### src/design/f16rgb_pkg.sv
// ----------------------------------------------------------------------------
// f16rgb_pkg
// Shared types, constants and the half-precision to byte conversion for the
// planar half-precision to interleaved RGB8 packer.
// ----------------------------------------------------------------------------
`default_nettype none

package f16rgb_pkg;

  localparam int MAX_WIDTH_DEF  = 1024;
  localparam int MAX_HEIGHT_DEF = 1024;

  localparam int CFG_DIM_W = 11;
  localparam int CFG_IDX_W = 2;
  localparam int SAMPLE_W  = 16;
  localparam int BYTE_W    = 8;
  localparam int CHAN_W    = 2;

  localparam logic [CFG_DIM_W-1:0] DIM_RESET = 11'd1024;

  localparam int QUEUE_DEPTH = 4;
  localparam int QPTR_W      = $clog2(QUEUE_DEPTH);
  localparam int QCNT_W      = $clog2(QUEUE_DEPTH + 1);

  localparam logic [CFG_IDX_W-1:0] REG_IMAGE_WIDTH  = 2'd0;
  localparam logic [CFG_IDX_W-1:0] REG_IMAGE_HEIGHT = 2'd1;

  typedef enum logic [CHAN_W-1:0] {
    CH_RED   = 2'd0,
    CH_GREEN = 2'd1,
    CH_BLUE  = 2'd2
  } chan_t;

  typedef struct packed {
    logic [BYTE_W-1:0] red;
    logic [BYTE_W-1:0] green;
    logic [BYTE_W-1:0] blue;
    logic              frame_last;
  } pixel_t;

  // Maps a half sample from [-1,1] to 0..255, rounding half up, exactly.
  // For normal values below one in magnitude, 255*|v|/2 = prod / 2^sh.
  function automatic logic [BYTE_W-1:0] half_to_byte(input logic [SAMPLE_W-1:0] h);
    logic              neg;
    logic [4:0]        ex;
    logic [9:0]        fr;
    logic [18:0]       prod;
    logic [4:0]        sh;
    logic [18:0]       q;
    logic [18:0]       mask;
    logic              inexact;
    logic [BYTE_W-1:0] res;
    neg     = h[15];
    ex      = h[14:10];
    fr      = h[9:0];
    prod    = (19'({1'b1, fr}) << 8) - 19'({1'b1, fr});
    sh      = 5'd26 - ex;
    q       = prod >> sh;
    mask    = ~(19'h7ffff << sh);
    inexact = |(prod & mask);
    if (ex == 5'd0) begin
      res = 8'd128;
    end else if (ex == 5'd31) begin
      res = ((fr != 10'd0) || neg) ? 8'd0 : 8'd255;
    end else if (ex >= 5'd15) begin
      res = neg ? 8'd0 : 8'd255;
    end else if (neg) begin
      res = 8'd128 - q[7:0] - {7'd0, inexact};
    end else begin
      res = 8'd128 + q[7:0];
    end
    return res;
  endfunction

endpackage

`default_nettype wire

### src/design/f16rgb_back.sv
// ----------------------------------------------------------------------------
// f16rgb_back
// Serializes each queued pixel into its red, green and blue bytes through a
// registered output stage, one byte per transfer.
// ----------------------------------------------------------------------------
`default_nettype none

module f16rgb_back (
  input  wire logic                          clk,
  input  wire logic                          rst_n,
  input  wire f16rgb_pkg::pixel_t            head,
  input  wire logic                          not_empty,
  output logic                               pop,
  output logic                               out_valid,
  input  wire logic                          out_ready,
  output logic [f16rgb_pkg::BYTE_W-1:0]      out_pixel_byte,
  output logic [f16rgb_pkg::CHAN_W-1:0]      out_channel_index,
  output logic                               out_pixel_last,
  output logic                               out_frame_last
);

  f16rgb_pkg::chan_t               chan_r, chan_nxt;
  logic                            valid_r, valid_nxt;
  logic [f16rgb_pkg::BYTE_W-1:0]   byte_r;
  f16rgb_pkg::chan_t               chan_out_r;
  logic                            pixel_last_r;
  logic                            frame_last_r;
  logic                            advance;
  logic                            load;
  logic [f16rgb_pkg::BYTE_W-1:0]   sel_byte;

  assign advance = !valid_r || out_ready;
  assign load    = advance && not_empty;
  assign pop     = load && (chan_r == f16rgb_pkg::CH_BLUE);

  always_comb begin
    case (chan_r)
      f16rgb_pkg::CH_RED:   sel_byte = head.red;
      f16rgb_pkg::CH_GREEN: sel_byte = head.green;
      default:              sel_byte = head.blue;
    endcase
  end

  always_comb begin
    chan_nxt  = chan_r;
    valid_nxt = valid_r;
    if (advance) begin
      valid_nxt = not_empty;
    end
    if (load) begin
      case (chan_r)
        f16rgb_pkg::CH_RED:   chan_nxt = f16rgb_pkg::CH_GREEN;
        f16rgb_pkg::CH_GREEN: chan_nxt = f16rgb_pkg::CH_BLUE;
        default:              chan_nxt = f16rgb_pkg::CH_RED;
      endcase
    end
  end

  always_ff @(posedge clk) begin
    if (!rst_n) begin
      chan_r  <= f16rgb_pkg::CH_RED;
      valid_r <= 1'b0;
    end else begin
      chan_r  <= chan_nxt;
      valid_r <= valid_nxt;
    end
  end

  always_ff @(posedge clk) begin
    if (load) begin
      byte_r       <= sel_byte;
      chan_out_r   <= chan_r;
      pixel_last_r <= (chan_r == f16rgb_pkg::CH_BLUE);
      frame_last_r <= (chan_r == f16rgb_pkg::CH_BLUE) && head.frame_last;
    end
  end

  assign out_valid         = valid_r;
  assign out_pixel_byte    = byte_r;
  assign out_channel_index = chan_out_r;
  assign out_pixel_last    = pixel_last_r;
  assign out_frame_last    = frame_last_r;

endmodule

`default_nettype wire

### config.mk
export PLATFORM = sky130hd
export DESIGN_NAME = f16rgb_back
export DESIGN_NICKNAME = d
export VERILOG_FILES = /design/src/design/f16rgb_pkg.sv /design/src/design/f16rgb_back.sv
export SDC_FILE = /design/constraint.sdc
export NUM_CORES = 1
export LEC_CHECK = 0
export BUFFER_PORTS_ARGS = -buffer_cell sky130_fd_sc_hd__buf_2
export CAP_MARGIN = 20
export CORE_MARGIN = 4
export CORE_UTILIZATION = 40
export CTS_CLUSTER_DIAMETER = 200
export CTS_CLUSTER_SIZE = 10
export DETAILED_ROUTE_END_ITERATION = 12
export PLACE_DENSITY = 0.76
export SLEW_MARGIN = 20
export SYNTH_ARGS = -nofsm -noshare
export SYNTH_HDL_FRONTEND = slang
export SYNTH_SLANG_ARGS = --single-unit
export TNS_END_PERCENT = 20
### constraint.sdc
create_clock -name clk -period 1.6 [get_ports clk]
set_clock_uncertainty 0.1 [all_clocks]
set_input_delay 0.16 -clock clk [delete_from_list [all_inputs] [get_ports clk]]
set_output_delay 0.16 -clock clk [all_outputs]
set_load 0.01 [all_outputs]
==> impl_metrics.xml <==
<?xml version="1.0" encoding="UTF-8"?>
<metrics>
  <group name="timing">
    <metric name="layout_min_cycle_time" unit="ps">1510</metric>
    <metric name="finalSetupViolCount" unit="">0</metric>
    <metric name="final-hold-violation-count" unit="">0</metric>
    <metric name="grt_setup_unrepaired" unit="">no</metric>
    <metric name="timing.max_slew.rel_slack" unit="%">71.4</metric>
    <metric name="setup_total_negative_slack" unit="ps">0</metric>
    <metric name="whs" unit="ps">42.7</metric>
    <metric name="worst_slack" unit="ps">85.2</metric>
    <metric name="drv_slew" unit="">0</metric>
    <metric name="final_worst_path_period_share" unit="%">94.7</metric>
    <metric name="fmaxAchievable" unit="MHz">660</metric>
    <metric name="worst_pin_slew" unit="ps">429</metric>
  </group>
  <group name="logic_synthesis">
    <metric name="synth-seq-area-share" unit="%">61.3</metric>
    <metric name="synth_area" unit="µm²">686</metric>
    <metric name="yosys_warnings" unit="">0</metric>
    <metric name="synth.top_cells.by_area" unit="">sky130_fd_sc_hd__edfxtp_1 (53%), sky130_fd_sc_hd__mux2i_1 (15%), sky130_fd_sc_hd__dfxtp_1 (8.8%)</metric>
    <metric name="syn_avg_cell_area" unit="µm²">12.0</metric>
    <metric name="synth_area_leader_cell" unit="">sky130_fd_sc_hd__edfxtp_1</metric>
    <metric name="synthesis.nets" unit="">86</metric>
    <metric name="ys_ff_latch" unit="">15</metric>
    <metric name="synthDominantCellAreaShare" unit="%">52.6</metric>
    <metric name="synth.distinct_cells" unit="">17</metric>
    <metric name="syn-instance-count" unit="">57</metric>
  </group>
  <group name="power">
    <metric name="power_per_cell_area" unit="mW/mm²">901</metric>
    <metric name="sw_frac_of_total" unit="%">24.0</metric>
    <metric name="switchingPower" unit="mW">0.204</metric>
    <metric name="combPwrFrac" unit="%">19.4</metric>
    <metric name="power_report.internal_total" unit="mW">0.645</metric>
    <metric name="sequentialPowerShare" unit="%">56.2</metric>
    <metric name="p_leak" unit="nW">0.442</metric>
    <metric name="power_frac_clock" unit="%">24.4</metric>
    <metric name="total_power" unit="mW">0.849</metric>
    <metric name="power.ir.vdd_worst" unit="mV">0.502</metric>
  </group>
  <group name="routing">
    <metric name="drt.antenna.violating_nets" unit="">0</metric>
    <metric name="drt-wirelength-per-cell" unit="µm">12.4</metric>
    <metric name="drt_pass1_iterations" unit="">3</metric>
    <metric name="via_count" unit="">574</metric>
    <metric name="postRouteWirelength" unit="µm">1480</metric>
    <metric name="number_of_remaining_drc_errors" unit="">0</metric>
    <metric name="drt-vias-per-instance" unit="">4.82</metric>
    <metric name="initialDrtViolationCount" unit="">4</metric>
  </group>
  <group name="global_route">
    <metric name="globalRouteMet3Util" unit="%">3.06</metric>
    <metric name="global_route.peak_usage_layer" unit="">met2</metric>
    <metric name="grt_max_degree" unit="">21</metric>
    <metric name="met2_usage_grt" unit="%">21.2</metric>
    <metric name="globalRoute.totalOverflow" unit="">0</metric>
    <metric name="grt.met1_usage" unit="%">15.2</metric>
    <metric name="grt_pass1_wl" unit="µm">2480</metric>
    <metric name="global_route.usage.total" unit="%">13.5</metric>
    <metric name="antenna_violations_before_repair" unit="">0</metric>
    <metric name="first_global_vias" unit="">548</metric>
  </group>
  <group name="worst_setup_path">
    <metric name="worstPathRequired" unit="ps">1340</metric>
    <metric name="critPathLaunchType" unit="">flop</metric>
    <metric name="critical_path_at" unit="ps">1250</metric>
    <metric name="critical_path_class" unit="">reg2out</metric>
    <metric name="cp_max_fo" unit="">6</metric>
    <metric name="worstSetupEndpointType" unit="">output port</metric>
  </group>
  <group name="floorplanning">
    <metric name="die_area" unit="mm²">0.00244</metric>
    <metric name="initial_utilization" unit="%">44.0</metric>
    <metric name="std_cell_rows" unit="">14</metric>
    <metric name="floorplan.die.width" unit="µm">49.4</metric>
    <metric name="die_height" unit="µm">49.4</metric>
    <metric name="core_region_area" unit="mm²">0.00156</metric>
    <metric name="io-pin-count" unit="">43</metric>
  </group>
  <group name="clock_tree">
    <metric name="cts.reportedPaths.clkPinSlew" unit="ps">80</metric>
    <metric name="cts.hold.buffers_added" unit="">0</metric>
    <metric name="clk-insertion-delay-late" unit="ps">270</metric>
    <metric name="cts-root-buf" unit="">sky130_fd_sc_hd__clkbuf_4</metric>
    <metric name="ctsHtreeMaxLevel" unit="">1</metric>
    <metric name="clock_sinks" unit="">15</metric>
    <metric name="clock_path_buffers" unit="">2</metric>
    <metric name="total_cts_buffers" unit="">3</metric>
    <metric name="tritoncts_clock_tree" unit="">done</metric>
  </group>
  <group name="run_status">
    <metric name="outcome" unit="">finished clean</metric>
  </group>
  <group name="final_layout">
    <metric name="antenna_cells" unit="">0</metric>
    <metric name="drive_above_1_share" unit="%">50.5</metric>
    <metric name="final_core_util" unit="%">60.4</metric>
    <metric name="fillerInstances" unit="">142</metric>
    <metric name="layout.nets" unit="">133</metric>
    <metric name="area_delta_synth_final" unit="%">37.4</metric>
  </group>
  <group name="place">
    <metric name="global_placement_routability_congestion" unit="">0.688</metric>
    <metric name="portBuffers" unit="">42</metric>
    <metric name="worst_setup_slack_after_placement" unit="ps">283</metric>
  </group>
  <group name="hold_path">
    <metric name="hold_class" unit="">in2reg</metric>
  </group>
  <group name="job">
    <metric name="max_cap_violations" unit="">0</metric>
  </group>
</metrics>
## registers in the layout, summed over array words and instances (netlist names)
register	count
out_frame_last	1
out_valid	1
out_pixel_last	1
chan_r	2
out_channel_index	2
out_pixel_byte	8
## per-layer routing
layer	vias to the layer above	part of all wire [%]	wire length, µm
li1	293	-	-
met1	252	39	579
met2	25	50	733
met3	4	8.5	125
met4	0	2.8	41
met5	-	0	0
## kinds of logic (layout without fill, tap and decap cells)
| family | count (synthesis) | count (layout) | synth area share, % |
|---|---|---|---|
| buffers and inverters | 5 | 51 | 4.56 |
| and+or+nand+nor | 18 | 18 | 12.6 |
| DFF | 15 | 15 | 61.3 |
| muxes | 10 | 10 | 14.6 |
| AOI/OAI and AO/OA | 9 | 9 | 6.93 |
## synthesized netlist by cell type, drive strengths merged
library cell  instances
a21boi                1
and2                  1
and2b                 1
and3                  1
buf                   3
dfxtp                 3
edfxtp               12
inv                   2
mux2i                10
nand2                12
nand2b                1
nand3b                1
nor2                  1
o21ai                 8
## cell type report
cell class              count  area (µm²)  share of cell area, %
flip-flops and latches     15         422                   44.8
multi-input cells          37         234                   24.8
inverters                   2        7.51                  0.797
clock buffers               4        26.3                   2.79
well taps                  16        20.0                   2.12
repair buffers             45         233                   24.7
## power groups by stage
stage	clock network, mW	logic [mW]	registers [mW]
after floorplan	0	0.0771	0.499
after global placement	0	0.163	0.483
after detailed placement	0	0.167	0.486
after CTS	0.213	0.168	0.477
after global routing	0.227	0.184	0.482
final	0.207	0.165	0.477
## worst max-delay path: stages (launching register included)
cell,delay [ps]
sky130_fd_sc_hd__dfxtp_2,410
sky130_fd_sc_hd__and2b_2,240
sky130_fd_sc_hd__and3_2,200
sky130_fd_sc_hd__buf_2,130
## cells in the final DEF, fill, tap and decap left out
cell / n
sky130_fd_sc_hd__mux2i_1: 10
sky130_fd_sc_hd__and2b_2: 1
sky130_fd_sc_hd__o21ai_1: 7
sky130_fd_sc_hd__nand3b_1: 1
sky130_fd_sc_hd__buf_2: 42
sky130_fd_sc_hd__inv_1: 2
sky130_fd_sc_hd__dfxtp_2: 1
sky130_fd_sc_hd__o21ai_0: 1
sky130_fd_sc_hd__and2_2: 1
sky130_fd_sc_hd__clkbuf_4: 3
sky130_fd_sc_hd__edfxtp_1: 12
sky130_fd_sc_hd__clkbuf_1: 1
sky130_fd_sc_hd__a21boi_0: 1
sky130_fd_sc_hd__and3_2: 1
sky130_fd_sc_hd__nand2_1: 12
sky130_fd_sc_hd__dfxtp_1: 2
sky130_fd_sc_hd__nor2_1: 1
sky130_fd_sc_hd__nand2b_1: 1
sky130_fd_sc_hd__buf_4: 3
## final timing paths
check                                from                 to  slack [ps]  cells after the start
worst max-delay path            chan_r[0]                pop          90                      3
worst max register to register  out_valid  out_pixel_byte[3]         290                      3
worst min register to register  out_valid          out_valid         440                      2
worst min-delay path            not_empty          out_valid          40                      3
## per-stage QoR
| step | instance area [µm²] | cells |
|---|---|---|
| finish | 942 | 119 |
| global route | 942 | 119 |
| floorplan | 686 | 57 |
| global placement | 915 | 115 |
| detailed placement | 915 | 115 |
| CTS | 942 | 119 |
## repair_timing
action / CTS / global route
endpoints found under the setup margin: 1 / 0
buffers inserted: 0 / 0
gates resized for setup: 1 / 0
(Power assumes the default switching activity.)
