**src/design/f16rgb_pkg.sv**
```systemverilog
// ----------------------------------------------------------------------------
// f16rgb_pkg
// Shared types, constants and the half-precision to byte conversion for the
// planar half-precision to interleaved RGB8 packer.
// ----------------------------------------------------------------------------
`default_nettype none

package f16rgb_pkg;

  localparam int MAX_WIDTH_DEF  = 1024;
  localparam int MAX_HEIGHT_DEF = 1024;

  localparam int CFG_DIM_W = 11;
  localparam int CFG_IDX_W = 2;
  localparam int SAMPLE_W  = 16;
  localparam int BYTE_W    = 8;
  localparam int CHAN_W    = 2;

  localparam logic [CFG_DIM_W-1:0] DIM_RESET = 11'd1024;

  localparam int QUEUE_DEPTH = 4;
  localparam int QPTR_W      = $clog2(QUEUE_DEPTH);
  localparam int QCNT_W      = $clog2(QUEUE_DEPTH + 1);

  localparam logic [CFG_IDX_W-1:0] REG_IMAGE_WIDTH  = 2'd0;
  localparam logic [CFG_IDX_W-1:0] REG_IMAGE_HEIGHT = 2'd1;

  typedef enum logic [CHAN_W-1:0] {
    CH_RED   = 2'd0,
    CH_GREEN = 2'd1,
    CH_BLUE  = 2'd2
  } chan_t;

  typedef struct packed {
    logic [BYTE_W-1:0] red;
    logic [BYTE_W-1:0] green;
    logic [BYTE_W-1:0] blue;
    logic              frame_last;
  } pixel_t;

  // Maps a half sample from [-1,1] to 0..255, rounding half up, exactly.
  // For normal values below one in magnitude, 255*|v|/2 = prod / 2^sh.
  function automatic logic [BYTE_W-1:0] half_to_byte(input logic [SAMPLE_W-1:0] h);
    logic              neg;
    logic [4:0]        ex;
    logic [9:0]        fr;
    logic [18:0]       prod;
    logic [4:0]        sh;
    logic [18:0]       q;
    logic [18:0]       mask;
    logic              inexact;
    logic [BYTE_W-1:0] res;
    neg     = h[15];
    ex      = h[14:10];
    fr      = h[9:0];
    prod    = (19'({1'b1, fr}) << 8) - 19'({1'b1, fr});
    sh      = 5'd26 - ex;
    q       = prod >> sh;
    mask    = ~(19'h7ffff << sh);
    inexact = |(prod & mask);
    if (ex == 5'd0) begin
      res = 8'd128;
    end else if (ex == 5'd31) begin
      res = ((fr != 10'd0) || neg) ? 8'd0 : 8'd255;
    end else if (ex >= 5'd15) begin
      res = neg ? 8'd0 : 8'd255;
    end else if (neg) begin
      res = 8'd128 - q[7:0] - {7'd0, inexact};
    end else begin
      res = 8'd128 + q[7:0];
    end
    return res;
  endfunction

endpackage

`default_nettype wire

```
**src/design/f16rgb_queue.sv**
```systemverilog
// ----------------------------------------------------------------------------
// f16rgb_queue
// Short first-in first-out queue of complete pixels between the front and
// the back end. The front never pushes into a full queue.
// ----------------------------------------------------------------------------
`default_nettype none

module f16rgb_queue (
  input  wire logic                           clk,
  input  wire logic                           rst_n,
  input  wire logic                           push_valid,
  input  wire f16rgb_pkg::pixel_t             push_data,
  input  wire logic                           pop,
  output f16rgb_pkg::pixel_t                  head,
  output logic                                not_empty,
  output logic [f16rgb_pkg::QCNT_W-1:0]       count
);

  f16rgb_pkg::pixel_t                  mem_r [f16rgb_pkg::QUEUE_DEPTH];
  logic [f16rgb_pkg::QPTR_W-1:0]       wr_ptr_r, wr_ptr_nxt;
  logic [f16rgb_pkg::QPTR_W-1:0]       rd_ptr_r, rd_ptr_nxt;
  logic [f16rgb_pkg::QCNT_W-1:0]       count_r, count_nxt;

  always_comb begin
    wr_ptr_nxt = push_valid ? wr_ptr_r + f16rgb_pkg::QPTR_W'(1) : wr_ptr_r;
    rd_ptr_nxt = pop ? rd_ptr_r + f16rgb_pkg::QPTR_W'(1) : rd_ptr_r;
    count_nxt  = count_r;
    if (push_valid && !pop) begin
      count_nxt = count_r + f16rgb_pkg::QCNT_W'(1);
    end else if (pop && !push_valid) begin
      count_nxt = count_r - f16rgb_pkg::QCNT_W'(1);
    end
  end

  always_ff @(posedge clk) begin
    if (!rst_n) begin
      wr_ptr_r <= '0;
      rd_ptr_r <= '0;
      count_r  <= '0;
    end else begin
      wr_ptr_r <= wr_ptr_nxt;
      rd_ptr_r <= rd_ptr_nxt;
      count_r  <= count_nxt;
    end
  end

  always_ff @(posedge clk) begin
    if (push_valid) begin
      mem_r[wr_ptr_r] <= push_data;
    end
  end

  assign head      = mem_r[rd_ptr_r];
  assign not_empty = (count_r != '0);
  assign count     = count_r;

endmodule

`default_nettype wire

```
**config.mk**
```make
export PLATFORM = sky130hd
export DESIGN_NAME = f16rgb_queue
export DESIGN_NICKNAME = d
export VERILOG_FILES = /design/src/design/f16rgb_pkg.sv /design/src/design/f16rgb_queue.sv
export SDC_FILE = /design/constraint.sdc
export NUM_CORES = 1
export LEC_CHECK = 0
export BUFFER_PORTS_ARGS = -buffer_cell sky130_fd_sc_hd__buf_2
export CAP_MARGIN = 20
export CORE_MARGIN = 3
export CORE_UTILIZATION = 40
export DETAILED_ROUTE_END_ITERATION = 12
export PLACE_DENSITY = 0.56
export SYNTH_ARGS = -nofsm -noshare
export SYNTH_HDL_FRONTEND = slang
export SYNTH_SLANG_ARGS = --single-unit
```
**constraint.sdc**
```tcl
create_clock -name clk -period 2.1 [get_ports clk]
set_input_delay 0.42 -clock clk [delete_from_list [all_inputs] [get_ports clk]]
set_output_delay 0.42 -clock clk [all_outputs]
set_load 0.05 [all_outputs]
```
==> out/qor.log, run 1 <==
qor: placed_design.dp_hpwl 4330 µm
qor: drt.total_via_count_in_the_routed_design 1819
qor: timing.final-setup-viol-count 0
qor: floorplan.initial_util 41.5%
qor: placed_design.rd_place_congestion 0.677
qor: placed_design.io_buffer_count 57
qor: drt.drc_errors 0
qor: timing.max_slew.worst_pin.slew 0.253 ns
qor: timing.finalHoldViolCount 0
qor: final_layout.diodes 0
qor: global_route.via_count_of_the_first_global_routing_pass 1946
qor: synthesis.synth.ff_latch_count 109
qor: cts.tritoncts_clock_tree built
qor: timing.grt_setup_unrepaired yes
qor: synthesis.gate_count_post_synth 173
qor: timing.setup_total_negative_slack 0 ns
qor: timing.fmax 486 MHz
qor: synthesis.number_of_synthesis_warnings 0
qor: synthesis.yosysUniqueCellTypes 20
qor: timing.slew_headroom 83.3%
qor: global_route.grt_first_pass_wirelength 10600 µm
qor: drt.ant_nets 0
qor: power.power_per_cell_area 945 mW/mm²
qor: drt.via_per_inst 4.71
qor: synthesis.mappedNetlistArea 0.00409 mm²
qor: drt.drt_first_iter_violations 57
qor: synthesis.syn_avg_cell_area 23.6 µm²
qor: final_layout.filler_cell_count_in_the_final_layout 822
qor: synthesis.synth_sequential_area_ratio 77.8%
qor: cts.post_cts.repair.setup_buffers 0
qor: setup_path.critPathKind register to output port
qor: floorplan.coreArea 0.00986 mm²
qor: floorplan.design.die.area 0.0115 mm²
qor: floorplan.die_w 107 µm
qor: final_layout.growth_of_design_area_from_synthesis_to_finish 20.2%
qor: floorplan.row_count 36
qor: final_layout.layout_common_cells edfxtp_1, buf_2, mux4_2
qor: final_layout.num-nets-final 283
qor: cts.cts_max_level 3
qor: power.irDropWorstVdd 489 µV
qor: final_layout.fin_util 49.8%
qor: power.power_leakage 1.70 nW
qor: hold_path.hold_path.class primary input to register
qor: setup_path.cpMaxStageDelayCell mux4_2
qor: global_route.grt_start_max_net_pins 22
qor: global_route.gr-total-overflow 0
qor: synthesis.synthesis.nets 208
qor: setup_path.r2r_start count[0]
qor: setup_path.startpoint_type_of_the_worst_setup_path register
qor: setup_path.worst-endpoint-arrival 1.64 ns
qor: final_layout.final_design_area_no_fill 0.00492 mm²
qor: timing.period_needed 2.06 ns
qor: setup_path.crit_required 1.68 ns
qor: power.report.power.total 4.65 mW
qor: final_layout.layout.cells.most_common edfxtp_1
qor: cts.numCtsBuffers 9
qor: setup_path.slowest_delay 0.53 ns
qor: cts.clock_tree.buffer_depth 2
qor: timing.final.setup_skew 0.0112 ns
qor: global_route.grt_antenna_before_repair 0
qor: setup_path.crit_path_cell_trace buf_12, mux4_2, buf_6
qor: final_layout.drive_above_1_share 43.1%
qor: floorplan.die-height 107 µm
qor: setup_path.critical_path_fanouts_max 11
qor: cts.clockRootBuffer clkbuf_8
qor: cts.cts-hold-fix-buffers 0
qor: setup_path.critPathCaptureType output port
qor: floorplan.floorplan.io_pins 58
qor: placed_design.dpl-instance-area 0.00460 mm²
qor: flow_run.max_cap_viol_count 0
qor: status.run_status finished, final reports clean
qor: hold_path.hp-start push_data[2]
qor: drt.drt_pre_antenna_iters 4
qor: timing.final_worst_path_period_share 98.1%
qor: global_route.grt_usage 12.6%
qor: cts.worstSkewPairLatency 0.36 ns
qor: cts.number_of_clock_sinks 109
qor: drt.detail_route.wirelength 6780 µm
qor: timing.drv_slew 0
qor: drt.wire_per_inst 17.6 µm
qor: cts.clk_transition_reported_paths 0.10 ns
## final cells by class
| class | instances | area (µm²) | share of cell area, % |
|---|---|---|---|
| inverter | 4 | 15.0 | 0.305 |
| timing repair buffer | 70 | 534 | 10.9 |
| multi-input combinational | 54 | 815 | 16.6 |
| tap | 133 | 166 | 3.39 |
| clock buffer | 10 | 128 | 2.60 |
| clock inverter | 6 | 71.3 | 1.45 |
| sequential | 109 | 3190 | 64.8 |
## path summary, 6_finish.rpt
kind / endpoint / slack, ns / cells after the start
worst min register to register: count[2] / 0.52 / 2
worst min-delay path: mem_r[0][2] / 0.27 / 1
worst max-delay path: head[15] / 0.04 / 3
worst max register to register: count[2] / 0.60 / 4
## per-stage QoR
step	setup slack [ns]	cells	hold WS, ns
after floorplan	0.403	173	0.519
after global placement	0.231	370	0.500
final	0.0406	386	0.270
after CTS	-0.0241	386	0.248
after detailed placement	0.155	370	0.515
after global routing	-0.0286	386	0.243
## worst max-delay path: cells and delay by family, from the launching register on
kind	cells	cell delay (ns)
buffers and inverters	2	0.34
flip-flops	1	0.42
multiplexers	1	0.53
## Yosys cell counts
cell type    n  area, µm²
a21boi_0     1       7.51
and2_1       9       56.3
buf_12       2       40.0
buf_2        2       10.0
buf_6        1       11.3
clkbuf_2     1       5.00
dfxtp_1      9        180
edfxtp_1   100       3000
fa_1         1       20.0
ha_1         5       62.6
inv_1        4       15.0
mux2i_1      2       20.0
mux4_1       5        131
mux4_2      20        450
nand2_1      1       3.75
nor2b_1      2       12.5
o21ai_0      1       5.00
or3_1        2       12.5
xnor2_1      2       17.5
xor2_1       3       26.3
## layer usage
metal	vias to the layer above	share of wire (%)	GRT usage, %
li1	851	-	-
met1	912	46	17.2
met2	46	48	19.5
met3	10	3.8	2.77
met4	0	1.9	5.75
met5	-	0	0
## power breakdown
part	total, mW	switching (mW)	internal (mW)	leakage (nW)
clock network	1.24	0.682	0.563	0.0935
registers	2.52	0.0409	2.48	0.993
logic	0.876	0.548	0.328	0.617
## logic make-up after synthesis
group                      Yosys count  share of synthesized area (%)
DFF                                109                           77.8
muxes                               27                           14.7
and+or+nand+nor                     14                           2.08
buffers and inverters               10                           1.99
adders and majority gates            6                           2.02
xor gates and xnor gates             5                           1.07
AOI/OAI and AO/OA                    2                          0.306
## repair_timing
action | in CTS | in global routing
setup endpoints to repair | 23 | 21
cloned | 0 | 0
resized for setup | 24 | 28
## flip-flops by register name, summed over array words and instances (netlist names), named ones only
register,flops
count,3
mem_r,100
rd_ptr_r,2
wr_ptr_r,2
Note: power is estimated with default switching activity, not from simulation.
==> run 2, diff against run 1 <==
Settings changed: CORE_UTILIZATION 40 to 24, PLACE_DENSITY 0.56 to 0.37.
==> out/qor.log, run 2 (synthesis gave the netlist of run 1 again) <==
qor: global_route.grt_first_pass_wirelength 11700 µm
qor: timing.period_needed 2.12 ns
qor: cts.clk_transition_reported_paths 0.07 ns
qor: setup_path.crit_required 1.68 ns
qor: status.failed_checks negative setup slack
qor: cts.post_cts.repair.setup_buffers 0
qor: placed_design.placement.setup.worst_slack 0.166 ns
qor: setup_path.critPathCaptureType output port
qor: final_layout.final_design_area_no_fill 0.00511 mm²
qor: flow_run.max_cap_viol_count 0
qor: cts.number_of_clock_sinks 109
qor: setup_path.cpMaxStageDelayCell mux4_2
qor: setup_path.path_buf_inv 2
qor: floorplan.die_w 137 µm
qor: setup_path.slowest_delay 0.52 ns
qor: final_layout.filler_cell_count_in_the_final_layout 1624
qor: final_layout.layout.cells.non_filler 469
qor: floorplan.floorplan.io_pins 58
qor: timing.finalWorstSetupSlack -0.0211 ns
qor: timing.finalHoldWorstSlack 0.294 ns
qor: setup_path.critPathKind register to output port
qor: final_layout.largest_register_ff_count 100
qor: cts.cts_max_level 3
qor: final_layout.fin_util 30.7%
qor: global_route.grt_usage 8.90%
qor: drt.drt_pre_antenna_iters 4
qor: drt.drt_first_iter_violations 92
qor: final_layout.layout_common_cells edfxtp_1, buf_2, mux4_2
qor: status.run_status finished, violations left
qor: timing.slew_headroom 77.1%
qor: drt.wire_per_inst 16.4 µm
qor: placed_design.placed_cells 451
qor: cts.numCtsBuffers 9
qor: setup_path.crit_path_cell_trace bufbuf_16, mux4_2, buf_6
qor: timing.finalHoldViolCount 0
qor: final_layout.regArea 0.00319 mm²
qor: floorplan.design.die.area 0.0186 mm²
qor: placed_design.rd_place_congestion 0.626
qor: timing.setup_total_negative_slack -0.0699 ns
qor: timing.grt_setup_unrepaired yes
qor: final_layout.layout.cells.most_common edfxtp_1
qor: floorplan.coreArea 0.0166 mm²
qor: floorplan.row_count 47
qor: setup_path.startpoint_type_of_the_worst_setup_path register
qor: timing.final-setup-viol-count 8
qor: timing.drv_slew 0
qor: final_layout.drive_above_1_share 43.1%
qor: setup_path.worst-endpoint-arrival 1.70 ns
qor: drt.detail_route.wirelength 7720 µm
qor: drt.via_per_inst 3.93
qor: cts.tritoncts_clock_tree built
qor: global_route.grt_antenna_before_repair 0
qor: drt.drc_errors 0
qor: final_layout.growth_of_design_area_from_synthesis_to_finish 24.8%
qor: global_route.gr-total-overflow 0
qor: power.power_leakage 1.74 nW
qor: cts.clock_tree.buffer_depth 2
qor: floorplan.die-height 137 µm
qor: global_route.via_count_of_the_first_global_routing_pass 2003
qor: timing.final.setup_skew 0.00542 ns
qor: placed_design.io_buffer_count 57
qor: drt.total_via_count_in_the_routed_design 1845
qor: placed_design.dpl-instance-area 0.00472 mm²
qor: floorplan.initial_util 24.6%
qor: final_layout.largest_register mem_r
qor: power.report.power.total 4.94 mW
qor: power.power_per_cell_area 967 mW/mm²
qor: hold_path.hold_path.class primary input to register
qor: timing.fmax 471 MHz
qor: final_layout.num-nets-final 278
qor: setup_path.critical_path_fanouts_max 8
qor: timing.final_worst_path_period_share 101%
qor: power.irDropWorstVdd 399 µV
qor: timing.max_slew.worst_pin.slew 0.344 ns
qor: global_route.grt_start_max_net_pins 26
qor: cts.cts-hold-fix-buffers 0
qor: cts.clockRootBuffer clkbuf_16
qor: final_layout.multiInputGateArea 820 µm²
qor: cts.worstSkewPairLatency 0.34 ns
qor: drt.ant_nets 0
qor: setup_path.worst_path_dominant_cell_family multiplexers
run 2: layout make-up:
cell class                      instances  share of cell area (%)
Antenna cell                            1                  0.0490
Clock buffer                           10                    4.48
Clock inverter                          6                   0.760
Inverter                                4                   0.294
Multi-Input combinational cell         54                    16.0
Sequential cell                       109                    62.4
Tap cell                              220                    5.39
Timing Repair Buffer                   65                    10.6
run 2: final timing paths:
| path | start | to | slack [ns] | cells after the start |
|---|---|---|---|---|
| worst min register to register | count[2] | count[2] | 0.52 | 2 |
| worst min-delay path | push_data[19] | mem_r[0][19] | 0.29 | 1 |
| worst max-delay path | register | head[17] | -0.02 | 3 |
| worst max register to register | count[0] | count[2] | 0.61 | 4 |
run 2: power by group:
group	internal, mW	switching [mW]	total (mW)
sequential	2.49	0.0389	2.52
clock	0.805	0.728	1.53
combinational	0.329	0.553	0.882
total	3.62	1.32	4.94
run 2: what timing repair did:
| action | in CTS | in global routing |
|---|---|---|
| cloned | 1 | 0 |
| setup endpoints to repair | 17 | 21 |
| resized for setup | 31 | 10 |
run 2: layer usage:
layer / global-route usage, % / wire, µm / vias up
met5: 0 / 0 / -
li1: - / - / 848
met3: 4.19 / 494 / 7
met2: 13.7 / 3720 / 44
met1: 11.2 / 3400 / 946
met4: 2.69 / 99 / 0
